==> src/sv/esh_pkg.sv <==
`timescale 1ns / 1ps
`default_nettype none
// ----------------------------------------------------------------------------
// Endstop homing sequencer package
// Types, codes and reset values shared by the homing sequencer core.
// ----------------------------------------------------------------------------
package esh_pkg;

	// Field widths.
	localparam int unsigned STEPS_W = 24;
	localparam int unsigned MOVE_W  = 25;
	localparam int unsigned MS_W    = 22;
	localparam int unsigned SPEED_W = 16;
	localparam int unsigned CFG_W   = 24;
	localparam int unsigned IDX_W   = 3;

	// Settle time after the pre-clear move, in milliseconds.
	localparam int unsigned SETTLE_MS_DEF = 50;

	// Saturation value of the elapsed millisecond counter.
	localparam logic [MS_W-1:0] MS_MAX = {MS_W{1'b1}};

	// Register reset values.
	localparam logic [STEPS_W-1:0] FAST_TRAVEL_RST = 24'd48000;
	localparam logic [STEPS_W-1:0] SLOW_TRAVEL_RST = 24'd1600;
	localparam logic [STEPS_W-1:0] BACKOFF_RST     = 24'd400;
	localparam logic [MS_W-1:0]    APPROACH_TO_RST = 22'd30000;
	localparam logic [MS_W-1:0]    BACKOFF_TO_RST  = 22'd1000;
	localparam logic [MS_W-1:0]    PRECLEAR_TO_RST = 22'd1500;
	localparam logic [SPEED_W-1:0] FAST_SPEED_RST  = 16'd4000;
	localparam logic [SPEED_W-1:0] SLOW_SPEED_RST  = 16'd400;

	// Configuration register indexes.
	typedef enum logic [IDX_W-1:0] {
		REG_FAST_TRAVEL = 3'd0,
		REG_SLOW_TRAVEL = 3'd1,
		REG_BACKOFF     = 3'd2,
		REG_APPROACH_TO = 3'd3,
		REG_BACKOFF_TO  = 3'd4,
		REG_PRECLEAR_TO = 3'd5,
		REG_FAST_SPEED  = 3'd6,
		REG_SLOW_SPEED  = 3'd7
	} reg_idx_t;

	// Homing phases.
	typedef enum logic [2:0] {
		PH_IDLE     = 3'd0,
		PH_PRECLEAR = 3'd1,
		PH_SETTLE   = 3'd2,
		PH_FAST     = 3'd3,
		PH_FAST_HIT = 3'd4,
		PH_BACKOFF  = 3'd5,
		PH_SLOW     = 3'd6
	} phase_t;

	// Motion generator commands.
	typedef enum logic [2:0] {
		MC_NONE     = 3'd0,
		MC_MOVE_NEG = 3'd1,
		MC_MOVE_POS = 3'd2,
		MC_STOP_DEC = 3'd3,
		MC_STOP_NOW = 3'd4
	} motion_cmd_t;

	// Run status.
	typedef enum logic [1:0] {
		ST_IDLE = 2'd0,
		ST_BUSY = 2'd1,
		ST_DONE = 2'd2,
		ST_FAIL = 2'd3
	} status_t;

	// Failure causes.
	typedef enum logic [3:0] {
		FC_NONE           = 4'd0,
		FC_PRECLEAR_TO    = 4'd1,
		FC_STILL_HIT      = 4'd2,
		FC_FAST_TO        = 4'd3,
		FC_FAST_STALL     = 4'd4,
		FC_BACKOFF_TO     = 4'd5,
		FC_HIT_AFTER_BACK = 4'd6,
		FC_SLOW_TO        = 4'd7,
		FC_SLOW_STALL     = 4'd8
	} fail_cause_t;

	// One result item.
	typedef struct packed {
		motion_cmd_t         motion_cmd;
		logic [MOVE_W-1:0]   move_steps;
		logic [SPEED_W-1:0]  move_speed;
		logic                driver_enable;
		logic                zero_position;
		status_t             status;
		fail_cause_t         fail_cause;
		logic                is_homed;
	} res_t;

endpackage : esh_pkg
`default_nettype wire

==> src/sv/endstop_homing_sequencer_core.sv <==
`timescale 1ns / 1ps
`default_nettype none
// ----------------------------------------------------------------------------
// Endstop homing sequencer core
// One-axis two-pass homing: optional pre-clear, fast approach, backoff and
// slow approach, each with a millisecond timeout; both approaches also detect a stall.
// ----------------------------------------------------------------------------
// Each result is registered in the output register, or in the skid entry while the output stalls.
// Throughput: one transaction per cycle while in_stall is low; the phase update is a single pass
// of logic between the state registers and the result register.
// A two-entry result buffer (output register plus skid) keeps input flowing
// while a result waits; input stalls only when both entries are full.
// Reset: asynchronous, active low; idle, not homed, registers at defaults.
module endstop_homing_sequencer_core
	import esh_pkg::*;
#(
	parameter int unsigned SETTLE_MS = SETTLE_MS_DEF
) (
	input  wire logic               clk,
	input  wire logic               arst_n,
	// Configuration write port.
	input  wire logic               cfg_we,
	input  wire logic [IDX_W-1:0]   cfg_index,
	input  wire logic [CFG_W-1:0]   cfg_wdata,
	// Input channel.
	input  wire logic               in_valid,
	output logic                    in_stall,
	input  wire logic               command,
	input  wire logic               endstop_hit,
	input  wire logic               motion_busy,
	input  wire logic               ms_tick,
	// Output channel.
	output logic                    out_valid,
	input  wire logic               out_stall,
	output logic [2:0]              motion_cmd,
	output logic [MOVE_W-1:0]       move_steps,
	output logic [SPEED_W-1:0]      move_speed,
	output logic                    driver_enable,
	output logic                    zero_position,
	output logic [1:0]              status,
	output logic [3:0]              fail_cause,
	output logic                    is_homed
);

	localparam logic [MS_W-1:0] SETTLE_LIMIT = MS_W'(SETTLE_MS);

	// Configuration registers.
	logic [STEPS_W-1:0] fast_travel_q, slow_travel_q, backoff_q;
	logic [MS_W-1:0]    approach_to_q, backoff_to_q, preclear_to_q;
	logic [SPEED_W-1:0] fast_speed_q, slow_speed_q;

	// Sequencer state.
	phase_t          phase_q, phase_d;
	logic [MS_W-1:0] elapsed_q, elapsed_d, elapsed_inc;
	logic            homed_q, homed_d;

	// Result buffer.
	res_t res_d, out_q, skid_q;
	logic out_valid_q, skid_valid_q;
	logic in_accept;

	// Configuration writes.
	always_ff @(posedge clk or negedge arst_n) begin
		if (!arst_n) begin
			fast_travel_q <= FAST_TRAVEL_RST;
			slow_travel_q <= SLOW_TRAVEL_RST;
			backoff_q     <= BACKOFF_RST;
			approach_to_q <= APPROACH_TO_RST;
			backoff_to_q  <= BACKOFF_TO_RST;
			preclear_to_q <= PRECLEAR_TO_RST;
			fast_speed_q  <= FAST_SPEED_RST;
			slow_speed_q  <= SLOW_SPEED_RST;
		end else if (cfg_we) begin
			unique case (reg_idx_t'(cfg_index))
				REG_FAST_TRAVEL: fast_travel_q <= cfg_wdata;
				REG_SLOW_TRAVEL: slow_travel_q <= cfg_wdata;
				REG_BACKOFF:     backoff_q     <= cfg_wdata;
				REG_APPROACH_TO: approach_to_q <= cfg_wdata[MS_W-1:0];
				REG_BACKOFF_TO:  backoff_to_q  <= cfg_wdata[MS_W-1:0];
				REG_PRECLEAR_TO: preclear_to_q <= cfg_wdata[MS_W-1:0];
				REG_FAST_SPEED:  fast_speed_q  <= cfg_wdata[SPEED_W-1:0];
				REG_SLOW_SPEED:  slow_speed_q  <= cfg_wdata[SPEED_W-1:0];
				default: begin
				end
			endcase
		end
	end

	assign in_stall  = skid_valid_q;
	assign in_accept = in_valid && !in_stall;

	// Sequencer state registers, advanced once per input transaction.
	always_ff @(posedge clk or negedge arst_n) begin
		if (!arst_n) begin
			phase_q   <= PH_IDLE;
			elapsed_q <= '0;
			homed_q   <= 1'b0;
		end else if (in_accept) begin
			phase_q   <= phase_d;
			elapsed_q <= elapsed_d;
			homed_q   <= homed_d;
		end
	end

	// Next phase and result for the incoming sample.
	always_comb begin
		logic finish;
		logic [3:0] cause;

		finish = 1'b0;
		cause  = FC_NONE;

		// The tick is counted before the phase checks, saturating.
		if (phase_q != PH_IDLE && ms_tick && elapsed_q != MS_MAX) begin
			elapsed_inc = elapsed_q + MS_W'(1);
		end else begin
			elapsed_inc = elapsed_q;
		end

		phase_d   = phase_q;
		elapsed_d = elapsed_inc;
		homed_d   = homed_q;

		res_d                = '0;
		res_d.motion_cmd     = MC_NONE;
		res_d.status         = ST_IDLE;
		res_d.fail_cause     = FC_NONE;

		unique case (phase_q)
			PH_IDLE: begin
				if (command) begin
					elapsed_d        = '0;
					res_d.move_speed = fast_speed_q;
					if (endstop_hit) begin
						res_d.motion_cmd = MC_MOVE_POS;
						res_d.move_steps = {backoff_q, 1'b0};
						phase_d          = PH_PRECLEAR;
					end else begin
						res_d.motion_cmd = MC_MOVE_NEG;
						res_d.move_steps = {1'b0, fast_travel_q};
						phase_d          = PH_FAST;
					end
				end
			end
			PH_PRECLEAR: begin
				if (!motion_busy) begin
					phase_d   = PH_SETTLE;
					elapsed_d = '0;
				end else if (elapsed_inc > preclear_to_q) begin
					finish = 1'b1;
					cause  = FC_PRECLEAR_TO;
				end
			end
			PH_SETTLE: begin
				if (elapsed_inc >= SETTLE_LIMIT) begin
					if (endstop_hit) begin
						finish = 1'b1;
						cause  = FC_STILL_HIT;
					end else begin
						res_d.motion_cmd = MC_MOVE_NEG;
						res_d.move_steps = {1'b0, fast_travel_q};
						res_d.move_speed = fast_speed_q;
						phase_d          = PH_FAST;
						elapsed_d        = '0;
					end
				end
			end
			PH_FAST: begin
				if (endstop_hit) begin
					res_d.motion_cmd = MC_STOP_NOW;
					phase_d          = PH_FAST_HIT;
				end else if (elapsed_inc > approach_to_q) begin
					res_d.motion_cmd = MC_STOP_DEC;
					finish           = 1'b1;
					cause            = FC_FAST_TO;
				end else if (!motion_busy) begin
					res_d.motion_cmd = MC_STOP_DEC;
					finish           = 1'b1;
					cause            = FC_FAST_STALL;
				end
			end
			PH_FAST_HIT: begin
				// The backoff is issued regardless of this sample.
				res_d.motion_cmd = MC_MOVE_POS;
				res_d.move_steps = {1'b0, backoff_q};
				res_d.move_speed = fast_speed_q;
				phase_d          = PH_BACKOFF;
				elapsed_d        = '0;
			end
			PH_BACKOFF: begin
				if (!motion_busy) begin
					if (endstop_hit) begin
						finish = 1'b1;
						cause  = FC_HIT_AFTER_BACK;
					end else begin
						res_d.motion_cmd = MC_MOVE_NEG;
						res_d.move_steps = {1'b0, slow_travel_q};
						res_d.move_speed = slow_speed_q;
						phase_d          = PH_SLOW;
						elapsed_d        = '0;
					end
				end else if (elapsed_inc > backoff_to_q) begin
					finish = 1'b1;
					cause  = FC_BACKOFF_TO;
				end
			end
			PH_SLOW: begin
				if (endstop_hit) begin
					res_d.motion_cmd = MC_STOP_NOW;
					finish           = 1'b1;
					cause            = FC_NONE;
				end else if (elapsed_inc > approach_to_q) begin
					res_d.motion_cmd = MC_STOP_DEC;
					finish           = 1'b1;
					cause            = FC_SLOW_TO;
				end else if (!motion_busy) begin
					res_d.motion_cmd = MC_STOP_DEC;
					finish           = 1'b1;
					cause            = FC_SLOW_STALL;
				end
			end
			default: begin
				phase_d   = PH_IDLE;
				elapsed_d = '0;
			end
		endcase

		// End of a run, successful or not.
		if (finish) begin
			phase_d             = PH_IDLE;
			elapsed_d           = '0;
			res_d.zero_position = 1'b1;
			res_d.fail_cause    = fail_cause_t'(cause);
			if (cause == FC_NONE) begin
				homed_d      = 1'b1;
				res_d.status = ST_DONE;
			end else begin
				res_d.status = ST_FAIL;
			end
		end

		if (phase_d != PH_IDLE) begin
			res_d.driver_enable = 1'b1;
			res_d.status        = ST_BUSY;
		end
		res_d.is_homed = homed_d;
	end

	// Result buffer control: output register with a skid entry behind it.
	always_ff @(posedge clk or negedge arst_n) begin
		if (!arst_n) begin
			out_valid_q  <= 1'b0;
			skid_valid_q <= 1'b0;
		end else if (skid_valid_q) begin
			if (!out_stall) begin
				skid_valid_q <= 1'b0;
			end
		end else if (in_accept) begin
			if (out_valid_q && out_stall) begin
				skid_valid_q <= 1'b1;
			end else begin
				out_valid_q <= 1'b1;
			end
		end else if (!out_stall) begin
			out_valid_q <= 1'b0;
		end
	end

	// Result buffer payload.
	always_ff @(posedge clk) begin
		if (skid_valid_q) begin
			if (!out_stall) begin
				out_q <= skid_q;
			end
		end else if (in_accept) begin
			if (out_valid_q && out_stall) begin
				skid_q <= res_d;
			end else begin
				out_q <= res_d;
			end
		end
	end

	assign out_valid     = out_valid_q;
	assign motion_cmd    = out_q.motion_cmd;
	assign move_steps    = out_q.move_steps;
	assign move_speed    = out_q.move_speed;
	assign driver_enable = out_q.driver_enable;
	assign zero_position = out_q.zero_position;
	assign status        = out_q.status;
	assign fail_cause    = out_q.fail_cause;
	assign is_homed      = out_q.is_homed;

	// The skid entry is only ever filled behind a waiting output register.
	assert property (@(posedge clk) disable iff (!arst_n)
		skid_valid_q |-> out_valid_q)
		else $error("skid entry holds a result while the output register is empty");

	// A finished run pulses zero_position with a final status.
	assert property (@(posedge clk) disable iff (!arst_n)
		(out_valid && zero_position) |-> (status == ST_DONE || status == ST_FAIL))
		else $error("zero_position without a final status");

	// A failure cause is reported only with a failed status.
	assert property (@(posedge clk) disable iff (!arst_n)
		(out_valid && fail_cause != FC_NONE) |-> (status == ST_FAIL))
		else $error("failure cause without failed status");

	// The driver is enabled exactly while a run is busy.
	assert property (@(posedge clk) disable iff (!arst_n)
		out_valid |-> (driver_enable == (status == ST_BUSY)))
		else $error("driver enable disagrees with busy status");

	// Once homed, the homed flag stays set.
	assert property (@(posedge clk) disable iff (!arst_n)
		$past(homed_q) |-> homed_q)
		else $error("homed flag was cleared");

endmodule : endstop_homing_sequencer_core
`default_nettype wire

==> config.mk <==
export PLATFORM = sky130hd
export DESIGN_NAME = endstop_homing_sequencer_core
export DESIGN_NICKNAME = d
export VERILOG_FILES = /design/src/sv/esh_pkg.sv /design/src/sv/endstop_homing_sequencer_core.sv
export SDC_FILE = /design/constraint.sdc
export NUM_CORES = 1
export LEC_CHECK = 0
export CAP_MARGIN = 20
export CORE_UTILIZATION = 50
export DETAILED_ROUTE_END_ITERATION = 8
export DONT_BUFFER_PORTS = 1
export PLACE_DENSITY_LB_ADDON = 0.08
export REMOVE_ABC_BUFFERS = 1
export SYNTH_ARGS = -nofsm -noshare
export SYNTH_HDL_FRONTEND = slang
export SYNTH_SLANG_ARGS = --single-unit
export TNS_END_PERCENT = 20
==> constraint.sdc <==
create_clock -name clk -period 9.8 [get_ports clk]
set_input_delay 0.49 -clock clk [delete_from_list [all_inputs] [get_ports clk]]
set_output_delay 0.49 -clock clk [all_outputs]
set_load 0.02 [all_outputs]
Yosys cells after proc, flatten, opt, wreduce, memory -nomap -nowiden
Index checks and enable logic that the tools add are counted.

Flip-flop bits (word level): 304. Input port bits: 36. Logic and storage cells: 147.

Bitwise logic cells: 1. Mux-type cells: 71. Reduce and logical (&&, ||, !) cells: 23. Add/sub/neg operators: 1. Magnitude comparators: 4. Equal/unequal tests: 18.

Operators with widths (number): $mux W53 (4); $mux W42 (4); $pmux W41 S4 (1); $mux W22 (7); $pmux W22 S5 (1); $gt A22 B22 Y1 (3); $mux W43 (1); $mux W3 (12); $mux W27 (1); $mux W4 (6); $mux W1 (23); $add A22 B1 Y22 const B (1); $ge A22 B6 Y1 const B (1); $ne A22 B22 Y1 const B (1); $eq A3 B3 Y1 const B (7); $pmux W3 S7 (1); $pmux W4 S5 (1); $reduce_and A2 Y1 (8); $pmux W3 S5 (1); $eq A3 B2 Y1 const B (4); $mux W2 (6); $reduce_and A3 Y1 (3); $mux W7 (1); $eq A3 B1 Y1 const B (2); 11 further kinds (18).

Longest topological paths before layout
Gate-level depths: netlist of the first run.

Word-level depth: 15. Mapped depth: 18.

Least setup slack after synthesis of the first run
Ideal clock, no wire load.

Path type: register -> register. From: reg elapsed_q[1]. To: reg out_q (netlist bit status[1]), data pin. Path slack: 5.442 ns. Period minus slack after synthesis: 4.358 ns. Data arrival time: 4.098 ns. Cell stages (with the launch flop): 17. Cells stage by stage: dfrtp_1 > ha_1 > and3_1 > nand3_2 > or4_1 > buf_2 > xnor2_1 > ha_1 > a21o_1 > a221o_1 > a221o_1 > nor4b_1 > o21ai_0 > o211ai_1 > o2111a_1 > nand2_1 > mux2_2.

Word-level cells in the longest chain between the ends: 13. Elaborated cells between the ends (all ways): 26. Those cells by class: add/sub: 1; order compare: 4; eq/ne: 1; mux: 18; reduce/logical: 2.

Ends and longest elaborated chain: from (decl) (line endstop_homing_sequencer_core.sv:54) `logic [MS_W-1:0] elapsed_q, elapsed_d, elapsed_inc;`; from (signal assigned) (line endstop_homing_sequencer_core.sv:100) `elapsed_q <= elapsed_d;`; parallel branches: the longest is 2 deep, another holds $add A22 B1 Y22; $mux W22 * (line endstop_homing_sequencer_core.sv:114) `if (phase_q != PH_IDLE && ms_tick && elapsed_q != MS_MAX) begin`; $gt A22 B22 Y1, on equally long branches; $mux W1, on equally long branches (line endstop_homing_sequencer_core.sv:172, endstop_homing_sequencer_core.sv:149, endstop_homing_sequencer_core.sv:202); $mux W1, on equally long branches; $pmux W1 S5 (line endstop_homing_sequencer_core.sv:129) `unique case (phase_q)`; $mux W3 (line endstop_homing_sequencer_core.sv:229) `if (finish) begin`; $reduce_bool A3 Y1 (line endstop_homing_sequencer_core.sv:242) `if (phase_d != PH_IDLE) begin`; $mux W2 * (line endstop_homing_sequencer_core.sv:242); $mux W53 * (line endstop_homing_sequencer_core.sv:276) `if (out_valid_q && out_stall) begin`; $mux W53 * (line endstop_homing_sequencer_core.sv:275) `end else if (in_accept) begin`; $mux W53 * (line endstop_homing_sequencer_core.sv:271) `if (skid_valid_q) begin`; to (signal assigned) (line endstop_homing_sequencer_core.sv:273) `out_q <= skid_q;`; to (signal assigned) (line endstop_homing_sequencer_core.sv:279) `out_q <= res_d;`; to (decl) (line endstop_homing_sequencer_core.sv:58) `res_t res_d, out_q, skid_q;`.

Mark *: on every way between the ends. The select of a mux whose other input is x is not followed. A chain may end at the register's enable or synchronous reset.

Worst setup path after layout of the first run
From: reg phase_q[2]. To: reg elapsed_q[1].

Word-level cells in the longest chain between the ends: 9. Elaborated cells between the ends (all ways): 31. Those cells by class: order compare: 4; eq/ne: 5; mux: 17; reduce/logical: 5.

Ends and longest elaborated chain: from (decl) (line endstop_homing_sequencer_core.sv:53) `phase_t phase_q, phase_d;`; from (signal assigned) (line endstop_homing_sequencer_core.sv:99) `phase_q <= phase_d;`; $reduce_bool A3 Y1 (line endstop_homing_sequencer_core.sv:114); $logic_and A1 B1 Y1 (2 in series) (line endstop_homing_sequencer_core.sv:114); $mux W22 (line endstop_homing_sequencer_core.sv:114); $gt A22 B22 Y1, on equally long branches; $mux W1, on equally long branches (line endstop_homing_sequencer_core.sv:172, endstop_homing_sequencer_core.sv:149, endstop_homing_sequencer_core.sv:202); $mux W1, on equally long branches; $pmux W1 S5 (line endstop_homing_sequencer_core.sv:129); $mux W22 * (line endstop_homing_sequencer_core.sv:229).

Every way passes the cells marked *; elsewhere a longest branch is shown, timed or not.

==> metrics.yaml, run 1 <==
seq_area_sq_um: 8190
pre_cts_ws_ns: 4.01
crit_type: "reg -> reg"
maxSlewHeadroom: 0.272
synth_top_family_by_area: "multiplexers"
finalCriticalPeriod_ns: 5.89
violations: "negative hold slack"
clk_pin_slew_ns: 0.06
finalPower_mw: 3.86
grt_max_degree: 199
place_area_sq_um: 15600
cts_resized: 0
routed_via_density: 6.00
ys_async_sr_fraction: 0.651
synth_simple_gate_area_share: 0.113
multiInputGateArea_sq_um: 6500
final_layout_size_suffix_gt1_frac: 0.226
track_usage: 0.235
dieArea_sq_um: 31300
synth-seq-area-share: 0.536
fp-row-count: 63
wl_per_cell_microns: 21.1
start_util: 0.512
dp_cells: 1624
cp_data_arrival_time_ns: 6.34
critPathMaxFanout: 20
grt_setup_unrepaired: "no"
grt_pass1_wl_mm: 57.2
slew_violations: 0
syn_area_sq_um: 15300
holdWs_ns: -0.00291
ys_ff_latch: 304
synth-compound-area-share: 0.119
fin_skew_ns: 0.0137
die_x_microns: 177
setup_viol: 0
synthCells: 1295
nFillCells: 2503
final_nets: 1372
vdd_drop_max_mv: 0.141
clock-sinks: 304
hold_class: "in -> async"
tightest_slew_ns: 1.09
hold_buffers: 1
place_congestion: 0.906
yosys.area_share.adder: 0.0524
yosys.cell_types.count: 67
dr.pass1.iters: 7
grt_pass1_vias: 9962
fin_crit_sh: 0.601
yosys_warnings: 0
cts_setup_buffers: 0
portBuffers: 0
routed_wl_mm: 35.7
final-instance-count-excl-fill: 1688
final_cell_area_sq_um: 16700
setup_tns_ns: 0
dp_hpwl_mm: 23.1
grt_antenna_before_repair: 0
cts_buffers: 34
fmax_mhz: 170
fin_ws_ns: 3.91
die-height_microns: 177
synth_xor_area_frac: 0.0161
p_per_area_nw_per_um2: 231
dr.first_iter.drc_count: 821
synthFlopType: "dfrtp_1"
diodes: 0
start_kind: "register"
cts_root_buf: "clkbuf_16"
clock_latency_ns: 0.52
required_ns: 10.25
syn_avg_cell_area_sq_um: 11.8
hold_viol: 2
synth.mux.area_fraction: 0.123
antenna_left: 0
outcome: "finished, violations left"
clockBufferDepth: 3
final_util: 0.560
via_count: 10100
synth_edf_count: 106
p_leak_nw: 7.12
ioPinCount: 91
cts_tree: "built"
overflow: 0
cp-end-kind: "register"
max-cap-violations: 0
core_area_sq_um: 29900
drc_errors: 0
htreeDepth: 2
area_growth_pct: 9.37
-- cell usage in the layout, fill, tap and decap left out, types with 5 or more instances in the layout --
cell type / count
clkbuf_16: 35
xor2_1: 8
a31oi_1: 33
nand2b_1: 9
clkbuf_1: 13
and3_1: 32
and2_1: 8
nand2_1: 119
mux2_2: 162
xnor2_1: 15
or3_1: 6
o21ai_0: 43
a222oi_1: 23
nand3_1: 17
dfstp_2: 42
nor2b_1: 22
and4_1: 7
o211ai_1: 6
inv_1: 76
dfrtp_1: 156
nor3_1: 14
ha_1: 64
buf_4: 16
a21oi_1: 33
nand4_1: 23
edfxtp_1: 106
a22o_1: 30
mux2i_1: 5
nor2_1: 46
o31ai_1: 5
a21o_1: 9
a221o_1: 17
nor4_1: 9
-- logic make-up after synthesis --
| family | after synthesis |
|---|---|
| buf+inv | 154 |
| fa+ha+maj | 64 |
| flops | 304 |
| mux | 167 |
| simple gates | 337 |
| compound gates | 244 |
| xor+xnor | 25 |
-- cell type report --
cell class | instances | area share
inverter | 77 | 0.0173
tap | 390 | 0.0292
sequential | 304 | 0.490
multi-input combinational | 837 | 0.389
clock inverter | 10 | 0.00681
clock buffer | 52 | 0.0586
timing repair buffer | 18 | 0.00951
-- per-layer routing --
| layer | wire, microns | vias to the layer above | GRT usage |
|---|---|---|---|
| met5 | 0 | - | 0 |
| met4 | 698 | 0 | 0.0578 |
| met3 | 1840 | 48 | 0.0359 |
| met2 | 16500 | 253 | 0.375 |
| met1 | 16600 | 5049 | 0.337 |
| li1 | - | 4771 | - |
-- sequential cells by signal (all words and copies together), names as in the netlist, 2 cells and up --
| name | cells |
|---|---|
| phase_q | 3 |
| move_speed | 16 |
| skid_q | 53 |
| elapsed_q | 22 |
| move_steps | 25 |
| fail_cause | 4 |
| status | 2 |
| backoff_to_q | 22 |
| motion_cmd | 3 |
| fast_speed_q | 16 |
| backoff_q | 24 |
| preclear_to_q | 22 |
| slow_travel_q | 24 |
| fast_travel_q | 24 |
| slow_speed_q | 16 |
| approach_to_q | 22 |
-- Yosys cell counts, types with 17 or more instances --
cell type  count  area (sq um)
mux2_2       162          1820
dfrtp_1      156          3900
nand2_1      119           447
edfxtp_1     106          3180
inv_1         77           289
ha_1          64           801
clkbuf_1      55           206
nor2_1        47           176
o21ai_0       43           215
dfstp_2       42          1100
a21oi_1       33           165
a31oi_1       33           206
and3_1        33           206
a22o_1        30           263
a222oi_1      23           230
nand4_1       23           144
nor2b_1       22           138
a221o_1       17           170
nand3_1       17          85.1
nor3_1        17          85.1
-- worst max-delay path: stages, from the launching register on --
cell and delay [ns]:
dfrtp_1 0.83, o31a_1 0.37, nand3_2 0.25, or4_1 0.55
xnor2_1 0.36, ha_1 0.31, a21o_1 0.16, a221o_1 0.34
a221o_1 0.41, nor4b_1 0.30, o21ai_0 0.13, o211ai_1 0.20
o2111a_1 0.70, and3_1 0.67, a22o_1 0.22
-- power breakdown --
part           internal, mW  switching [mW]
logic                 0.330           0.436
registers              1.64           0.212
clock network         0.747           0.503
-- worst paths after layout --
kind / cells past startpoint / slack, ns / start / end
hold reg to reg: 1 / 0.50 / approach_to_q[16] / approach_to_q[16]
max in group asynchronous: 1 / 8.91 / arst_n / slow_speed_q[2]
setup / recovery: 14 / 3.91 / phase_q[2] / elapsed_q[1]
hold / removal: 1 / -0.003 / arst_n / elapsed_q[14]
min in group clk: 2 / 0.09 / cfg_wdata[9] / backoff_to_q[9]
setup reg to reg: 14 / 3.91 / phase_q[2] / elapsed_q[1]
Power figures use the tool's default switching activity.
==> run 2: changes to the inputs <==
Clock period 9.8 ns to 5.53 ns, I/O delays scaled along.
==> metrics.yaml, run 2 (synthesis gave the netlist of run 1 again) <==
seq_area_sq_um: 8190  # unchanged
drc_errors: 0  # unchanged
final_common_cell: "mux2_2"  # unchanged
grt_antenna_before_repair: 0  # unchanged
via_count: 10400  # was 10,100
maxSlewHeadroom: 0.303  # was 0.272
outcome: "complete, no violations"  # was finished, violations left
overflow: 0  # unchanged
fin_skew_ns: 0.0179  # was 0.0137 ns
clock-sinks: 304  # unchanged
grt_pass1_vias: 10000  # was 9,962
fp-row-count: 63  # unchanged
htreeDepth: 2  # unchanged
place_congestion: 0.937  # was 0.906
core_area_sq_um: 29900  # unchanged
clk_pin_slew_ns: 0.06  # about the same
tightest_slew_ns: 1.05  # was 1.09 ns
max-cap-violations: 0  # unchanged
cts_buffers: 35  # was 34
track_usage: 0.240  # was 0.235
fmax_mhz: 196  # was 170 MHz
p_leak_nw: 7.33  # was 7.12 nW
dp_hpwl_mm: 23.4  # was 23.1 mm
ioPinCount: 91  # unchanged
crit_type: "reg -> reg"  # unchanged
cp_num_buf_inv: 0  # unchanged
die_x_microns: 177  # unchanged
die-height_microns: 177  # unchanged
largest_reg_flops: 53  # unchanged
final_util: 0.574  # was 0.560
layout_common_cells: "mux2_2, dfrtp_1, nand2_1"  # unchanged
finalCriticalPeriod_ns: 5.09  # was 5.89 ns
final_layout_size_suffix_gt1_frac: 0.237  # was 0.226
critPathMaxFanout: 8  # was 20
cp_data_arrival_time_ns: 5.54  # was 6.34 ns
wl_per_cell_microns: 21.3  # was 21.1 microns
final_nets: 1413  # was 1,372
area_growth_pct: 12.1  # was 9.37%
dr.pass1.iters: 6  # was 7
start_kind: "register"  # unchanged
holdWs_ns: 0.0518  # was -0.00291 ns
antenna_left: 0  # unchanged
cp-end-kind: "register"  # unchanged
cp_slowest_cell: "or4_1"  # was dfrtp_1
cts_root_buf: "clkbuf_16"  # unchanged
fin_crit_sh: 0.921  # was 0.601
grt_util_met1: 0.354  # was 0.337
cts_tree: "built"  # unchanged
required_ns: 5.98  # was 10.25 ns
path_cells: "ha_1 -> and3_1 -> nand3_2 -> or4_1 -> xnor2_1 -> ha_1 -> a21o_1 -> a221o_1 -> a221o_1 -> nor4b_1 -> o21ai_0 -> o211ai_1 -> o2111ai_1 -> nor3_1 -> a22o_1"  # was o31a_1 -> nand3_2 -> or4_1 -> xnor2_1 -> ha_1 -> a21o_1 -> a221o_1 -> a221o_1 -> nor4b_1 -> o21ai_0 -> o211ai_1 -> o2111a_1 -> and3_1 -> a22o_1
dr.first_iter.drc_count: 702  # was 821
slew_violations: 0  # unchanged
clockBufferDepth: 3  # unchanged
dieArea_sq_um: 31300  # unchanged
hold_viol: 0  # was 2
routed_wl_mm: 36.9  # was 35.7 mm
setup_tns_ns: 0  # unchanged
grt_setup_unrepaired: "no"  # unchanged
slowest_delay_ns: 0.57  # was 0.83 ns
multiInputGateArea_sq_um: 6500  # about the same
setup_viol: 0  # unchanged
place_area_sq_um: 15700  # was 15,600 sq um
portBuffers: 0  # unchanged
crit_family: "compound AO/OA/AOI/OAI gates"  # unchanged
regMostFlops: "skid_q"  # unchanged
use_met2: 0.375  # about the same
p_per_area_nw_per_um2: 408  # was 231 nW/um^2
rrSetupSlack_ns: 0.44  # was 3.91 ns
clock_latency_ns: 0.52  # about the same
nFillCells: 2494  # was 2,503
grt_util_met3: 0.0329  # was 0.0359
grt_max_degree: 199  # unchanged
busiest_layer: "met2"  # unchanged
hold_class: "in -> reg"  # was in -> async
routed_via_density: 5.99  # was 6.00
vdd_drop_max_mv: 0.232  # was 0.141 mV
start_util: 0.512  # unchanged
grt_pass1_wl_mm: 58.0  # was 57.2 mm
final_cell_area_sq_um: 17100  # was 16,700 sq um
-- run 2: what timing repair did --
| item | CTS | global route |
|---|---|---|
| buffers inserted | 0 | 2 |
| hold buffers | 28 | 0 |
| endpoints found under the setup margin | 0 | 2 |
| gates resized for setup | 0 | 1 |
| hold endpoints to repair | 371 | 0 |
-- run 2: path summary, 6_finish.rpt --
path / startpoint / to / depth (start not counted)
max in group asynchronous: arst_n / slow_speed_q[2] / 2
hold reg to reg: homed_q / homed_q / 1
setup / recovery: elapsed_q[1] / elapsed_q[15] / 15
min in group asynchronous: arst_n / elapsed_q[0] / 2
hold / removal: endstop_hit / skid_q[52] / 1
setup reg to reg: elapsed_q[1] / elapsed_q[15] / 15
-- run 2: report_power, final --
part	total, mW	switching, mW	internal (mW)
sequential	3.22	0.325	2.90
combinational	1.48	0.866	0.617
clock	2.29	0.924	1.37
-- run 2: final cells by class --
| cell class | instances | area share |
|---|---|---|
| Inverter | 77 | 0.0169 |
| Clock buffer | 50 | 0.0585 |
| Clock inverter | 13 | 0.00810 |
| Tap cell | 390 | 0.0285 |
| Timing Repair Buffer | 58 | 0.0310 |
| Antenna cell | 1 | 0.000146 |
| Sequential cell | 304 | 0.478 |
| Multi-Input combinational cell | 837 | 0.379 |
-- run 2: stage by stage --
| stage | worst slack, ns | std cells | total power, mW |
|---|---|---|---|
| 3_3_place_gp | 0.474 | 1635 | 4.62 |
| 2_1_floorplan | 0.926 | 1218 | 4.23 |
| 4_1_cts | 0.305 | 1726 | 7.05 |
| 3_5_place_dp | 0.325 | 1635 | 4.66 |
| 6_report | 0.440 | 1730 | 7.00 |
| 5_1_grt | 0.0855 | 1729 | 7.34 |
-- run 2: metal layers --
layer	part of all wire	up-vias
met1	0.49	5210
li1	-	4854
met2	0.46	251
met5	0	-
met3	0.041	51
met4	0.017	0
-- run 2: worst reg2reg max path, cell delays in order, from the launching register on --
cell	delay, ns
dfrtp_1	0.46
ha_1	0.28
and3_1	0.22
nand3_2	0.19
or4_1	0.57
xnor2_1	0.37
ha_1	0.32
a21o_1	0.16
a221o_1	0.33
a221o_1	0.40
nor4b_1	0.33
o21ai_0	0.13
o211ai_1	0.22
o2111ai_1	0.39
nor3_1	0.46
a22o_1	0.19
==> run 3: changes to the inputs <==
Settings changed: PLACE_DENSITY_LB_ADDON 0.08 to 0.25, TNS_END_PERCENT 20 to 10.
Clock period 5.53 ns to 6.2 ns, I/O delays scaled along.
==> metrics.yaml, run 3 (synthesis gave the netlist of run 1 again) <==
outcome: "complete, no violations"  # unchanged
final_layout_size_suffix_gt1_frac: 0.231  # was 0.237
fp-row-count: 63  # unchanged
grt_max_degree: 199  # unchanged
max-cap-violations: 0  # unchanged
internal_power_mw: 4.31  # was 4.88 mW
htreeDepth: 1  # was 2
overflow: 0  # unchanged
fmax_mhz: 173  # was 196 MHz
ioPinCount: 91  # unchanged
holdWs_ns: 0.0539  # was 0.0518 ns
p_per_area_nw_per_um2: 362  # was 408 nW/um^2
antenna_left: 0  # unchanged
slowest_delay_ns: 0.67  # was 0.57 ns
switchingPower_mw: 1.86  # was 2.12 mW
cts_buffers: 31  # was 35
dp_hpwl_mm: 23.3  # was 23.4 mm
tightest_slew_ns: 1.07  # was 1.05 ns
p_comb_frac: 0.214  # was 0.212
start_util: 0.512  # unchanged
layout_common_cells: "mux2_2, dfrtp_1, nand2_1"  # unchanged
swShare: 0.302  # about the same
start_kind: "register"  # unchanged
dieArea_sq_um: 31300  # unchanged
slew_violations: 0  # unchanged
r2r_start: "elapsed_q[1]"  # unchanged
dp_cells: 1627  # was 1,635
fin_skew_ns: 0.0132  # was 0.0179 ns
die-height_microns: 177  # unchanged
hold_viol: 0  # unchanged
final_common_cell: "mux2_2"  # unchanged
clock_latency_ns: 0.58  # was 0.52 ns
wl_per_cell_microns: 21.1  # was 21.3 microns
dr.pass1.iters: 6  # unchanged
area_growth_pct: 11.6  # was 12.1%
routed_wl_mm: 36.3  # was 36.9 mm
fin_crit_sh: 0.933  # was 0.921
grt_pass1_wl_mm: 58.0  # about the same
drc_errors: 0  # unchanged
largest_reg_flops: 53  # unchanged
p_leak_nw: 7.28  # was 7.33 nW
core_area_sq_um: 29900  # unchanged
clockBufferDepth: 3  # unchanged
dr.first_iter.drc_count: 976  # was 702
via_count: 10400  # about the same
p_seq_frac: 0.467  # was 0.461
min_from: "endstop_hit"  # unchanged
clk_pin_slew_ns: 0.07  # was 0.06 ns
cts_root_buf: "clkbuf_16"  # unchanged
path_cells: "ha_1 -> and3_1 -> nand3_2 -> or4_1 -> xnor2_1 -> ha_1 -> a21o_1 -> a221o_1 -> a221o_1 -> nor4b_1 -> o21ai_0 -> o211ai_1 -> o2111a_1 -> and3_1 -> a22o_1"  # was ha_1 -> and3_1 -> nand3_2 -> or4_1 -> xnor2_1 -> ha_1 -> a21o_1 -> a221o_1 -> a221o_1 -> nor4b_1 -> o21ai_0 -> o211ai_1 -> o2111ai_1 -> nor3_1 -> a22o_1
diodes: 0  # was 1
grt_antenna_before_repair: 0  # unchanged
clock-sinks: 304  # unchanged
cts_setup_buffers: 0  # unchanged
setup_viol: 0  # unchanged
finalCriticalPeriod_ns: 5.78  # was 5.09 ns
critPathMaxFanout: 13  # was 8
place_congestion: 0.896  # was 0.937
grt_pass1_vias: 10200  # was 10,000
pre_cts_ws_ns: 0.581  # was 0.325 ns
finalPower_mw: 6.17  # was 7.00 mW
crit_type: "reg -> reg"  # unchanged
hold_buffers: 28  # unchanged
regMostFlops: "skid_q"  # unchanged
setup_tns_ns: 0  # unchanged
required_ns: 6.71  # was 5.98 ns
grt_setup_unrepaired: "no"  # unchanged
maxSlewHeadroom: 0.286  # was 0.303
cp_data_arrival_time_ns: 6.29  # was 5.54 ns
die_x_microns: 177  # unchanged
crit_family: "compound AO/OA/AOI/OAI gates"  # unchanged
vdd_drop_max_mv: 0.215  # was 0.232 mV
crit_start: "elapsed_q[1]"  # unchanged
routed_via_density: 6.08  # was 5.99
final-instance-count-excl-fill: 1715  # was 1,730
final_nets: 1400  # was 1,413
portBuffers: 0  # unchanged
cp_slowest_cell: "o2111a_1"  # was or4_1
cts_tree: "built"  # unchanged
cp_num_buf_inv: 0  # unchanged
cts_resized: 0  # unchanged
clock_power_share: 0.319  # was 0.327
cp-end-kind: "register"  # unchanged
fin_ws_ns: 0.415  # was 0.440 ns
track_usage: 0.237  # was 0.240
hold_class: "in -> reg"  # unchanged
[run 3: cell count changes in the layout (fill, tap and decap cells not counted), sizes merged]
cell	previous run	this run
clkbuf	50	45
clkinv	7	8
diode	1	0
clkinvlp	2	1
buf	31	21
bufinv	2	3
[run 3: final timing paths]
path | end | slack (ns) | cells after the start
max in group asynchronous | slow_speed_q[3] | 4.95 | 2
min in group asynchronous | elapsed_q[13] | 0.41 | 2
setup / recovery | elapsed_q[9] | 0.42 | 15
hold / removal | skid_q[52] | 0.05 | 1
setup reg to reg | elapsed_q[9] | 0.42 | 15
hold reg to reg | homed_q | 0.50 | 1
[run 3: power by group through the flow]
stage	Sequential (mW)	Clock (mW)	Combinational, mW
floorplan	2.90	0	0.881
global placement	2.90	0	1.20
detailed placement	2.91	0	1.23
CTS	2.88	2.00	1.30
global route	2.93	2.07	1.47
finish	2.88	1.97	1.32
[run 3: final cells by class]
| class | count | area (sq um) |
|---|---|---|
| fill | 2418 | 12800 |
| sequential | 304 | 8190 |
| multi-input combinational | 837 | 6500 |
| clock buffer | 44 | 926 |
| timing repair buffer | 49 | 493 |
| tap | 390 | 488 |
| inverter | 77 | 289 |
| clock inverter | 14 | 168 |
[run 3: through the flow]
step,cell area (sq um),utilization
after detailed placement,15600,0.522
after global routing,17100,0.571
final,17100,0.571
after floorplan,14900,-
after CTS,17000,0.569
after global placement,15600,0.522
[run 3: routing by layer]
metal | vias to the layer above | part of all wire | global-route usage | wire (microns)
li1 | 4825 | - | - | -
met4 | 0 | 0.021 | 0.0553 | 773
met3 | 58 | 0.053 | 0.0352 | 1940
met5 | - | 0 | 0 | 0
met1 | 5240 | 0.46 | 0.333 | 16600
met2 | 309 | 0.47 | 0.385 | 17000
